**config.mk**
```make
export PLATFORM = sky130hd
export DESIGN_NAME = imu_frame_parser
export DESIGN_NICKNAME = d
export VERILOG_FILES = /design/src/ifp_pkg.sv /design/src/ifp_scale.sv /design/src/imu_frame_parser.sv
export SDC_FILE = /design/constraint.sdc
export NUM_CORES = 1
export LEC_CHECK = 0
export BUFFER_PORTS_ARGS = -buffer_cell sky130_fd_sc_hd__buf_2
export CAP_MARGIN = 0
export CORE_MARGIN = 2
export CORE_UTILIZATION = 40
export CTS_BUF_LIST = sky130_fd_sc_hd__clkbuf_4 sky130_fd_sc_hd__clkbuf_8
export CTS_CLUSTER_DIAMETER = 50
export DETAILED_ROUTE_END_ITERATION = 10
export GPL_TIMING_DRIVEN = 0
export RECOVER_POWER = 100
export SETUP_SLACK_MARGIN = 0.3
export SLEW_MARGIN = 15
export SYNTH_ARGS = -nofsm -noshare
export SYNTH_HDL_FRONTEND = slang
export SYNTH_SLANG_ARGS = --single-unit
```
**constraint.sdc**
```tcl
create_clock -name clk -period 11.4 [get_ports clk]
set_input_delay 0 -clock clk [delete_from_list [all_inputs] [get_ports clk]]
set_output_delay 0 -clock clk [all_outputs]
set_load 0.01 [all_outputs]
```
**src/ifp_pkg.sv**
```systemverilog
package ifp_pkg;

    // Default for the frame buffer depth of the top level.
    localparam int BUFFER_DEPTH_DEF = 32;

    // Known frames always close after this many bytes.
    localparam int FRAME_LENGTH = 11;

    // Byte positions of the three little-endian words inside a frame.
    localparam int RAW_FIRST = 2;
    localparam int RAW_LAST  = 7;

    // Result field widths.
    localparam int RATE_W = 23;
    localparam int YAW_W  = 22;

    // Frame bytes with a meaning of their own.
    localparam logic [7:0] HEADER_BYTE = 8'h55;
    localparam logic [7:0] TYPE_RATE   = 8'h52;
    localparam logic [7:0] TYPE_YAW    = 8'h53;

    // Scale factors that turn a raw word into the fixed-point result.
    localparam logic signed [RATE_W-1:0] RATE_SCALE = RATE_W'(125);
    localparam logic signed [YAW_W-1:0]  YAW_SCALE  = YAW_W'(45);

    typedef logic [1:0] status_t;

    localparam status_t ST_RATE = 2'd0;
    localparam status_t ST_YAW  = 2'd1;
    localparam status_t ST_CSUM = 2'd2;
    localparam status_t ST_DROP = 2'd3;

    typedef logic signed [15:0] raw_t;

    // One closed frame as handed to the scaling logic.
    typedef struct packed {
        status_t status;
        raw_t    raw_x;
        raw_t    raw_y;
        raw_t    raw_z;
    } frame_t;

endpackage

```
**src/ifp_scale.sv**
```systemverilog
module ifp_scale
    import ifp_pkg::*;
(
    input  frame_t                    frame,
    output logic signed [RATE_W-1:0]  rate_x,
    output logic signed [RATE_W-1:0]  rate_y,
    output logic signed [RATE_W-1:0]  rate_z,
    output logic signed [YAW_W-1:0]   yaw_angle
);

    // Sign-extended raw words.
    logic signed [RATE_W-1:0] ext_x;
    logic signed [RATE_W-1:0] ext_y;
    logic signed [RATE_W-1:0] ext_z;
    logic signed [YAW_W-1:0]  ext_yaw;

    assign ext_x   = RATE_W'(frame.raw_x);
    assign ext_y   = RATE_W'(frame.raw_y);
    assign ext_z   = RATE_W'(frame.raw_z);
    assign ext_yaw = YAW_W'(frame.raw_z);

    // Constant multiplies; fields the status does not use read as zero.
    always_comb
    begin
        rate_x    = '0;
        rate_y    = '0;
        rate_z    = '0;
        yaw_angle = '0;
        unique case (frame.status)
            ST_RATE:
            begin
                rate_x = ext_x * RATE_SCALE;
                rate_y = ext_y * RATE_SCALE;
                rate_z = ext_z * RATE_SCALE;
            end
            ST_YAW:
            begin
                yaw_angle = ext_yaw * YAW_SCALE;
            end
            default:
            begin
                rate_x    = '0;
                rate_y    = '0;
                rate_z    = '0;
                yaw_angle = '0;
            end
        endcase
    end

endmodule

```
**src/imu_frame_parser.sv**
```systemverilog
// Serial frame parser for inertial sensor telemetry. It takes one received
// byte per beat and accepts a byte in every clock cycle while byte_stall is
// low. A 0x55 byte opens a frame; rate (0x52) and yaw (0x53) frames close on
// their eleventh byte and give one result beat in the cycle after, holding
// the scaled rates or yaw, or a checksum error status. Frames of any other
// type are dropped with an overflow status once BUFFER_DEPTH bytes are held.
// The checksum is kept as a running sum, and only the type byte and the six
// data bytes of a frame are stored. A result sits in an output register;
// byte_stall rises only while that register is held by result_stall and the
// next byte could close a frame, so bytes keep flowing in while a result waits.
module imu_frame_parser
    import ifp_pkg::*;
#(
    parameter int BUFFER_DEPTH = BUFFER_DEPTH_DEF
)
(
    input  logic                      clk,
    input  logic                      rst_n,
    input  logic                      byte_valid,
    output logic                      byte_stall,
    input  logic [7:0]                rx_byte,
    output logic                      result_valid,
    input  logic                      result_stall,
    output status_t                   status,
    output logic signed [RATE_W-1:0]  rate_x,
    output logic signed [RATE_W-1:0]  rate_y,
    output logic signed [RATE_W-1:0]  rate_z,
    output logic signed [YAW_W-1:0]   yaw_angle
);

    localparam int CW = $clog2(BUFFER_DEPTH + 1);
    localparam logic [CW-1:0] LAST_IDX = CW'(FRAME_LENGTH - 1);
    localparam logic [CW-1:0] LAST_BUF = CW'(BUFFER_DEPTH - 1);
    localparam logic [CW-1:0] TYPE_IDX = CW'(1);

    logic              in_frame_reg;
    logic [CW-1:0]     count_reg;
    logic [7:0]        type_reg;
    logic [7:0]        sum_reg;
    logic [7:0]        data_reg [RAW_FIRST:RAW_LAST];
    logic              result_valid_reg;
    status_t           status_reg;
    logic signed [RATE_W-1:0] rate_x_reg;
    logic signed [RATE_W-1:0] rate_y_reg;
    logic signed [RATE_W-1:0] rate_z_reg;
    logic signed [YAW_W-1:0]  yaw_reg;

    logic              accept;
    logic              known_type;
    logic              close_known;
    logic              drop;
    logic              emit;
    logic              may_close;
    frame_t            frame;
    logic signed [RATE_W-1:0] scaled_x;
    logic signed [RATE_W-1:0] scaled_y;
    logic signed [RATE_W-1:0] scaled_z;
    logic signed [YAW_W-1:0]  scaled_yaw;

    // Stall only when a result is held and this beat could produce another.
    assign may_close  = in_frame_reg && (count_reg == LAST_IDX || count_reg == LAST_BUF);
    assign byte_stall = result_valid_reg && result_stall && may_close;
    assign accept     = byte_valid && !byte_stall;

    // Frame closing decisions for the incoming byte.
    assign known_type  = (type_reg == TYPE_RATE) || (type_reg == TYPE_YAW);
    assign close_known = in_frame_reg && (count_reg == LAST_IDX) && known_type;
    assign drop        = in_frame_reg && !close_known && (count_reg == LAST_BUF);
    assign emit        = accept && (close_known || drop);

    // Status of the closing frame and its raw words.
    always_comb
    begin
        priority if (drop)
            frame.status = ST_DROP;
        else if (rx_byte != sum_reg)
            frame.status = ST_CSUM;
        else if (type_reg == TYPE_RATE)
            frame.status = ST_RATE;
        else
            frame.status = ST_YAW;
        frame.raw_x = {data_reg[3], data_reg[2]};
        frame.raw_y = {data_reg[5], data_reg[4]};
        frame.raw_z = {data_reg[7], data_reg[6]};
    end

    ifp_scale u_scale (
        .frame     (frame),
        .rate_x    (scaled_x),
        .rate_y    (scaled_y),
        .rate_z    (scaled_z),
        .yaw_angle (scaled_yaw)
    );

    // Frame tracking and output valid.
    always_ff @(posedge clk or negedge rst_n)
    begin
        if (!rst_n)
        begin
            in_frame_reg     <= 1'b0;
            count_reg        <= '0;
            result_valid_reg <= 1'b0;
        end
        else
        begin
            if (accept)
            begin
                if (!in_frame_reg)
                begin
                    if (rx_byte == HEADER_BYTE)
                    begin
                        in_frame_reg <= 1'b1;
                        count_reg    <= CW'(1);
                    end
                end
                else if (close_known)
                begin
                    in_frame_reg <= 1'b0;
                    count_reg    <= count_reg + CW'(1);
                end
                else if (drop)
                begin
                    in_frame_reg <= 1'b0;
                    count_reg    <= '0;
                end
                else
                begin
                    count_reg <= count_reg + CW'(1);
                end
            end

            if (emit)
                result_valid_reg <= 1'b1;
            else if (!result_stall)
                result_valid_reg <= 1'b0;
        end
    end

    // Frame contents: type byte, running checksum and the data bytes.
    always_ff @(posedge clk)
    begin
        if (accept)
        begin
            if (!in_frame_reg)
            begin
                sum_reg <= HEADER_BYTE;
            end
            else
            begin
                sum_reg <= sum_reg + rx_byte;
                if (count_reg == TYPE_IDX)
                    type_reg <= rx_byte;
                for (int i = RAW_FIRST; i <= RAW_LAST; i++)
                begin
                    if (count_reg == CW'(i))
                        data_reg[i] <= rx_byte;
                end
            end
        end
    end

    // Result register.
    always_ff @(posedge clk)
    begin
        if (emit)
        begin
            status_reg <= frame.status;
            rate_x_reg <= scaled_x;
            rate_y_reg <= scaled_y;
            rate_z_reg <= scaled_z;
            yaw_reg    <= scaled_yaw;
        end
    end

    assign result_valid = result_valid_reg;
    assign status       = status_reg;
    assign rate_x       = rate_x_reg;
    assign rate_y       = rate_y_reg;
    assign rate_z       = rate_z_reg;
    assign yaw_angle    = yaw_reg;

    // The input is held back only while a result waits at the output.
    a_stall_needs_result: assert property (@(posedge clk) disable iff (!rst_n)
        byte_stall |-> result_valid)
        else $error("byte_stall raised with no result waiting");

    // A byte taken while idle never produces a result.
    a_idle_no_result: assert property (@(posedge clk) disable iff (!rst_n)
        (byte_valid && !byte_stall && !in_frame_reg && !(result_valid && result_stall))
        |=> !result_valid)
        else $error("result produced by a byte outside a frame");

    // The byte count stays below the buffer depth during a frame.
    a_count_bound: assert property (@(posedge clk) disable iff (!rst_n)
        in_frame_reg |-> (count_reg < LAST_BUF + CW'(1)))
        else $error("byte count ran past the buffer depth");

    // A rate result carries no yaw.
    a_unused_zero: assert property (@(posedge clk) disable iff (!rst_n)
        (result_valid && status == ST_RATE) |-> (yaw_angle == '0))
        else $error("rate result carries a nonzero yaw");

endmodule
```
==> results of run 1 <==
power breakdown:
group          total [mW]  switching (mW)  internal (mW)
logic               0.158          0.0924         0.0661
clock network       0.450           0.282          0.168
registers           0.678          0.0114          0.666
per-layer routing:
layer  part of all wire (%)  routed length (um)  GRT usage [%]
met5                      0                   0              0
met4                    1.9                 680          5.305
met3                    4.0                1431          2.437
met2                     47               16670          28.70
met1                     47               16910          23.26
area by class of cell:
| class | count | area [sq um] | area share (%) |
|---|---|---|---|
| repair buffers | 120 | 535.5 | 2.816 |
| well taps | 585 | 732.0 | 3.849 |
| flip-flops and latches | 165 | 4915 | 25.84 |
| plain buffers | 17 | 83.83 | 0.4408 |
| clock inverters | 15 | 180.2 | 0.9474 |
| inverters | 504 | 1893 | 9.954 |
| multi-input cells | 1009 | 10450 | 54.92 |
| clock buffers | 17 | 234.0 | 1.230 |
cell families (layout without fill, tap and decap cells):
logic type               after synthesis  after routing  synth area share (%)
flip-flops                           165            165                 28.23
XOR/XNOR                              72             72                 3.622
AND/OR/NAND/NOR                      262            262                 7.912
adder cells (fa/ha/maj)              433            433                 39.53
buffers and inverters                521            673                 11.43
AO/OA/AOI/OAI                        237            237                 8.990
multiplexers                           5              5                0.2947
per-stage QoR:
step                      total power, mW  util, %  cell area [sq um]
after floorplan                    0.8096        -              17410
after global placement             0.8461    43.44              18670
after detailed placement           0.8492    43.52              18710
after CTS                           1.302    44.79              19250
after global routing                1.348    44.25              19020
final                               1.286    44.25              19020
placed cells by master (no fill, tap or decap), types with 5 or more instances in the layout:
| cell | count |
|---|---|
| edfxtp_1 | 157 |
| fa_1 | 195 |
| clkbuf_1 | 115 |
| xor2_1 | 29 |
| a21o_1 | 30 |
| nand4_1 | 5 |
| inv_8 | 5 |
| and3_1 | 10 |
| buf_2 | 7 |
| clkinv_8 | 5 |
| inv_1 | 503 |
| clkbuf_8 | 17 |
| a21boi_0 | 7 |
| a211o_1 | 5 |
| nor4_1 | 6 |
| nand2_1 | 40 |
| ha_1 | 238 |
| nor2_1 | 75 |
| o21ai_0 | 40 |
| a21oi_1 | 73 |
| o211ai_1 | 21 |
| nor3_1 | 27 |
| o31ai_1 | 5 |
| nor3b_1 | 12 |
| o21bai_1 | 5 |
| nor2b_1 | 7 |
| and2_1 | 10 |
| a211oi_1 | 11 |
| dlygate4sd3_1 | 13 |
| and2_0 | 20 |
| xnor2_1 | 43 |
| dfrtp_1 | 8 |
| nand3_1 | 15 |
| o21a_1 | 13 |
| nand2b_1 | 14 |
how the worst min path moves through the flow:
stage                     from           end  slack [ns]  cells past startpoint
CTS                 byte_valid  count_reg[4]        0.37                      4
detailed placement       rst_n  result_valid       -0.13                      1
global placement         rst_n  result_valid       -0.14                      1
floorplan                rst_n  count_reg[0]       -0.30                      0
finish              byte_valid  count_reg[4]        0.42                      4
global route        byte_valid  count_reg[4]        0.43                      4
worst max-delay path, stage by stage, from the launching register on:
cell and delay (ns):
dfrtp_1 0.46, ha_1 0.24, and3_1 0.24, nand3_1 0.22, o21ai_0 0.15, nand3_1 0.14, clkinvlp_2 0.86, clkbuf_1 2.80
==> summary.txt, run 1 <==
Status = finished with violations
Failing checks = capacitance limit, slew limit
Top cells by count, synth = 504 x inv_1, 238 x ha_1, 195 x fa_1
Crit. Startpoint = count_reg[0]
Worst IR Drop VDD = 0.06652 mV
Post-Layout Cell Count = 2432
YS warnings = 0
Die span in y = 212.6 um
Clock skew = 0.02130 ns
Post CTS Setup Buffer Count = 0
Clk_lat worst skew = 0.53 ns
Slew margin rel. = -160.0%
Internal reg-to-reg setup slack = 5.74 ns
Placer Congestion = 0.8665
Register area share after synthesis = 28.23%
Worst slew pin tran = 3.901 ns
Gr ovfl total = 0
Detailed Routing Iterations Pass 1 = 5
Core region area = 42980 sq um
Drt initial violations = 629
Final Slew Violations = 68
Fmax = 176.8 MHz
Unrepaired setup endpoints after global routing = no
Floorplan row count = 76
Post-CTS Resized = 0
Diodes inserted = 0
Initial antenna violation count = 0
Min-delay worst type = input port to register
I/O pins = 107
Detailed Place HPWL = 28.55 mm
Vias in the first global route = 12290
Clock buffer count from CTS = 17
# hold bufs at CTS = 13
Post-synth ARST share = 4.848%
Most used DFF post-synth = edfxtp_1
Hold slack = 0.4203 ns
CTS Sinks = 165
EDFF count, synth = 157
Vias per cell = 4.816
Synthesized area = 17410 sq um
First-pass GRT wire length = 60.42 mm
CP max FO = 67
Largest net degree at the start of global routing = 68
Worst R2R Path Depth = 7
Root Buffer = clkbuf_8
Register bit total from synthesis = 165
CTS max path bufs = 2
GRT Total Usage = 17.23%
Layout cells sized above 1 = 2.870%
Syn_area_per_cell = 10.27 sq um
Syn_nets = 2140
Fin crit period = 5.658 ns
Clock Pin Slew Worst Setup and Hold Paths = 0.11 ns
Residual DRC = 0
Post-synth cell types = 69
WP data required = 11.44 ns
Synth top area share = 27.08%
TNS Setup = 0 ns
Reg2reg start = count_reg[0]
CP startpoint kind = register
Htree depth = 4
Total power divided by cell area = 67.64 nW/um^2
Area Growth Syn to Fin = 9.234%
TritonCTS clock tree = built
Vias = 11710
Cells after Synth = 1695
Fin crit share = 49.63%
DP Worst Slack = 6.189 ns
Synth area leader = edfxtp_1
Total Die Area = 45210 sq um
Worst setup endpoint = yaw_angle[1]
IO Port Bufs = 106
Crit path capture type = register
Synth top area cells = edfxtp_1 27%, fa_1 22%, ha_1 17%
Pleak = 9.275 nW
Placed cells = 2387
DR WL/cell = 14.68 um
Setup CP Type = register to register
Max-Cap Viols = 1
Die extent in x = 212.6 um
Fin. Hold Viols = 0
Initial Util = 40.51%
Final setup viols = 0
Fill count = 4219
Arrival time worst endpoint = 5.70 ns
Cell with the most instances after synthesis = inv_1
Worst r2r dst = yaw_angle[1]
Nets = 2279
Final ANT Viol Nets = 0
Largest register FFs = 48
Final WS setup = 5.742 ns
Drt total wl = 35.70 mm
Note: power is estimated with default switching activity, not from simulation.
==> run 2, diff against run 1 <==
==> constraint.sdc (replaced) <==
create_clock -name clk -period 4.9 [get_ports clk]
set_input_delay 0 -clock clk [delete_from_list [all_inputs] [get_ports clk]]
set_output_delay 0 -clock clk [all_outputs]
set_load 0.01 [all_outputs]
==> run 2 against run 1 <==
The run ends with capacitance limit left. Final area rose by 3.7%. Total power increased by 130%. Sequential share of layout area is 0.93 points lower. Clock-buffer cell count is the same. Cell count increased by 2.4%. Combinational power grew 150%. Clock power up 130%.
==> summary.txt, run 2 (synthesis results as in run 1) <==
Slew margin rel. = 2.875%
Root Buffer = clkbuf_8
Worst slew pin tran = 1.449 ns
DP Worst Slack = -0.3111 ns
Largest register FFs = 48
Gr ovfl total = 0
Fmax = 218.3 MHz
Switch share = 30.02%
GRT Total Usage = 17.49%
Residual DRC = 0
Fin crit period = 4.582 ns
Unrepaired setup endpoints after global routing = yes
Post-Layout Cell Count = 2491
First-pass GRT wire length = 61.25 mm
Failing checks = capacitance limit
Hold slack = 0.4206 ns
Htree depth = 4
Clk_lat worst skew = 0.52 ns
Final Slew Violations = 0
Nets = 2338
Pleak = 9.560 nW
Die span in y = 212.6 um
Placer Congestion = 0.8665
Drt total wl = 36.94 mm
Worst IR Drop VDD = 0.1546 mV
Diodes inserted = 0
Vias per cell = 4.794
Clock power share = 34.6%
Most frequent cells in the layout = 478 x inv_1, 227 x ha_1, 195 x fa_1
Total power divided by cell area = 152.6 nW/um^2
Final setup viols = 0
CP max FO = 5
Part of the power in registers = 52.4%
Total Die Area = 45210 sq um
TNS Setup = 0 ns
Floorplan row count = 76
Clock Pin Slew Worst Setup and Hold Paths = 0.11 ns
CTS Sinks = 165
WP data required = 5.19 ns
Vias in the first global route = 12460
Final ANT Viol Nets = 0
DR WL/cell = 14.83 um
Total internal power = 2.106 mW
Placed cells = 2387
Max-Cap Viols = 1
Clock buffer count from CTS = 17
Vias = 11940
Detailed Routing Iterations Pass 1 = 5
Switch Pwr = 0.9035 mW
CP startpoint kind = register
Min-delay worst type = input port to register
Comb power frac = 13.0%
I/O pins = 107
TritonCTS clock tree = built
Crit path capture type = register
IO Port Bufs = 106
Setup CP Type = register to register
Most common cell after layout, fill and taps aside = inv_1
Initial Util = 40.51%
Status = finished with violations
Arrival time worst endpoint = 4.87 ns
Clock skew = 0.01879 ns
Die extent in x = 212.6 um
Fin. Hold Viols = 0
Drt initial violations = 606
Core region area = 42980 sq um
CTS max path bufs = 2
Layout cells sized above 1 = 9.024%
Fin crit share = 93.50%
Detailed Place HPWL = 28.55 mm
Largest net degree at the start of global routing = 68
Initial antenna violation count = 0
Area Growth Syn to Fin = 13.30%
Final WS setup = 0.3183 ns
-- run 2: cell count changes in the layout (fill, tap and decap cells not counted), sizes merged --
| cell | previous run | this run |
|---|---|---|
| buf | 9 | 66 |
| clkbuf | 132 | 134 |
-- run 2: layout make-up --
type	instances	area, sq um
well taps	585	732.0
flip-flops and latches	165	4915
inverters	504	1898
repair buffers	179	974.7
plain buffers	17	92.59
multi-input cells	1009	10700
clock inverters	15	180.2
fillers	4184	23250
clock buffers	17	234.0
-- run 2: power by group through the flow --
| stage | sequential, mW | clock, mW | combinational [mW] |
|---|---|---|---|
| after global routing | 1.58 | 1.12 | 0.453 |
| final | 1.58 | 1.04 | 0.392 |
| after floorplan | 1.60 | 0 | 0.283 |
| after detailed placement | 1.61 | 0 | 0.368 |
| after CTS | 1.58 | 1.08 | 0.382 |
| after global placement | 1.61 | 0 | 0.362 |
-- run 2: worst max-delay path: stages (launching register included) --
cell	delay, ns
edfxtp_1	0.40
inv_1	0.16
fa_1	0.47
fa_1	0.55
inv_1	0.05
fa_1	0.47
inv_1	0.05
fa_1	0.47
inv_1	0.04
ha_1	0.34
a21o_1	0.23
a211o_1	0.25
o211a_1	0.28
o311ai_1	0.33
nand3_1	0.11
nor3b_2	0.16
-- run 2: worst paths after layout --
| check | startpoint | to | slack [ns] | cells past startpoint |
|---|---|---|---|---|
| max in group asynchronous | rst_n | count_reg[1] | 4.15 | 3 |
| worst min-delay path | byte_valid | count_reg[4] | 0.42 | 4 |
| min in group asynchronous | rst_n | count_reg[0] | 0.46 | 3 |
| worst max register to register | data_reg[0][38] | rate_y[20] | 0.32 | 15 |
| worst min register to register | count_reg[2] | count_reg[2] | 0.57 | 1 |
| worst max-delay path | data_reg[0][38] | rate_y[20] | 0.32 | 15 |
-- run 2: through the flow --
| stage | total power [mW] | area, sq um | util, % |
|---|---|---|---|
| 5_1_grt | 3.159 | 19730 | 45.90 |
| 3_5_place_dp | 1.976 | 18710 | 43.52 |
| 6_report | 3.010 | 19730 | 45.90 |
| 4_1_cts | 3.035 | 19450 | 45.24 |
| 2_1_floorplan | 1.884 | 17410 | - |
| 3_3_place_gp | 1.968 | 18670 | 43.44 |
-- run 2: layer usage --
layer | wire length (um) | vias up | global-route usage (%) | part of all wire, %
met5 | 0 | - | 0 | 0
met4 | 661 | 0 | 5.401 | 1.8
met3 | 1373 | 36 | 2.555 | 3.7
met2 | 17400 | 202 | 29.11 | 47
met1 | 17500 | 5860 | 23.58 | 47
li1 | - | 5845 | - | -
-- run 2: timing repair --
| item | CTS | global route |
|---|---|---|
| setup endpoints to repair | 19 | 30 |
| gates cloned | 0 | 0 |
| buffers inserted | 19 | 40 |
| endpoints found under the hold margin | 68 | 0 |
| pin swaps | 5 | 23 |
| hold buffers | 13 | 0 |
| gates resized for setup | 16 | 72 |
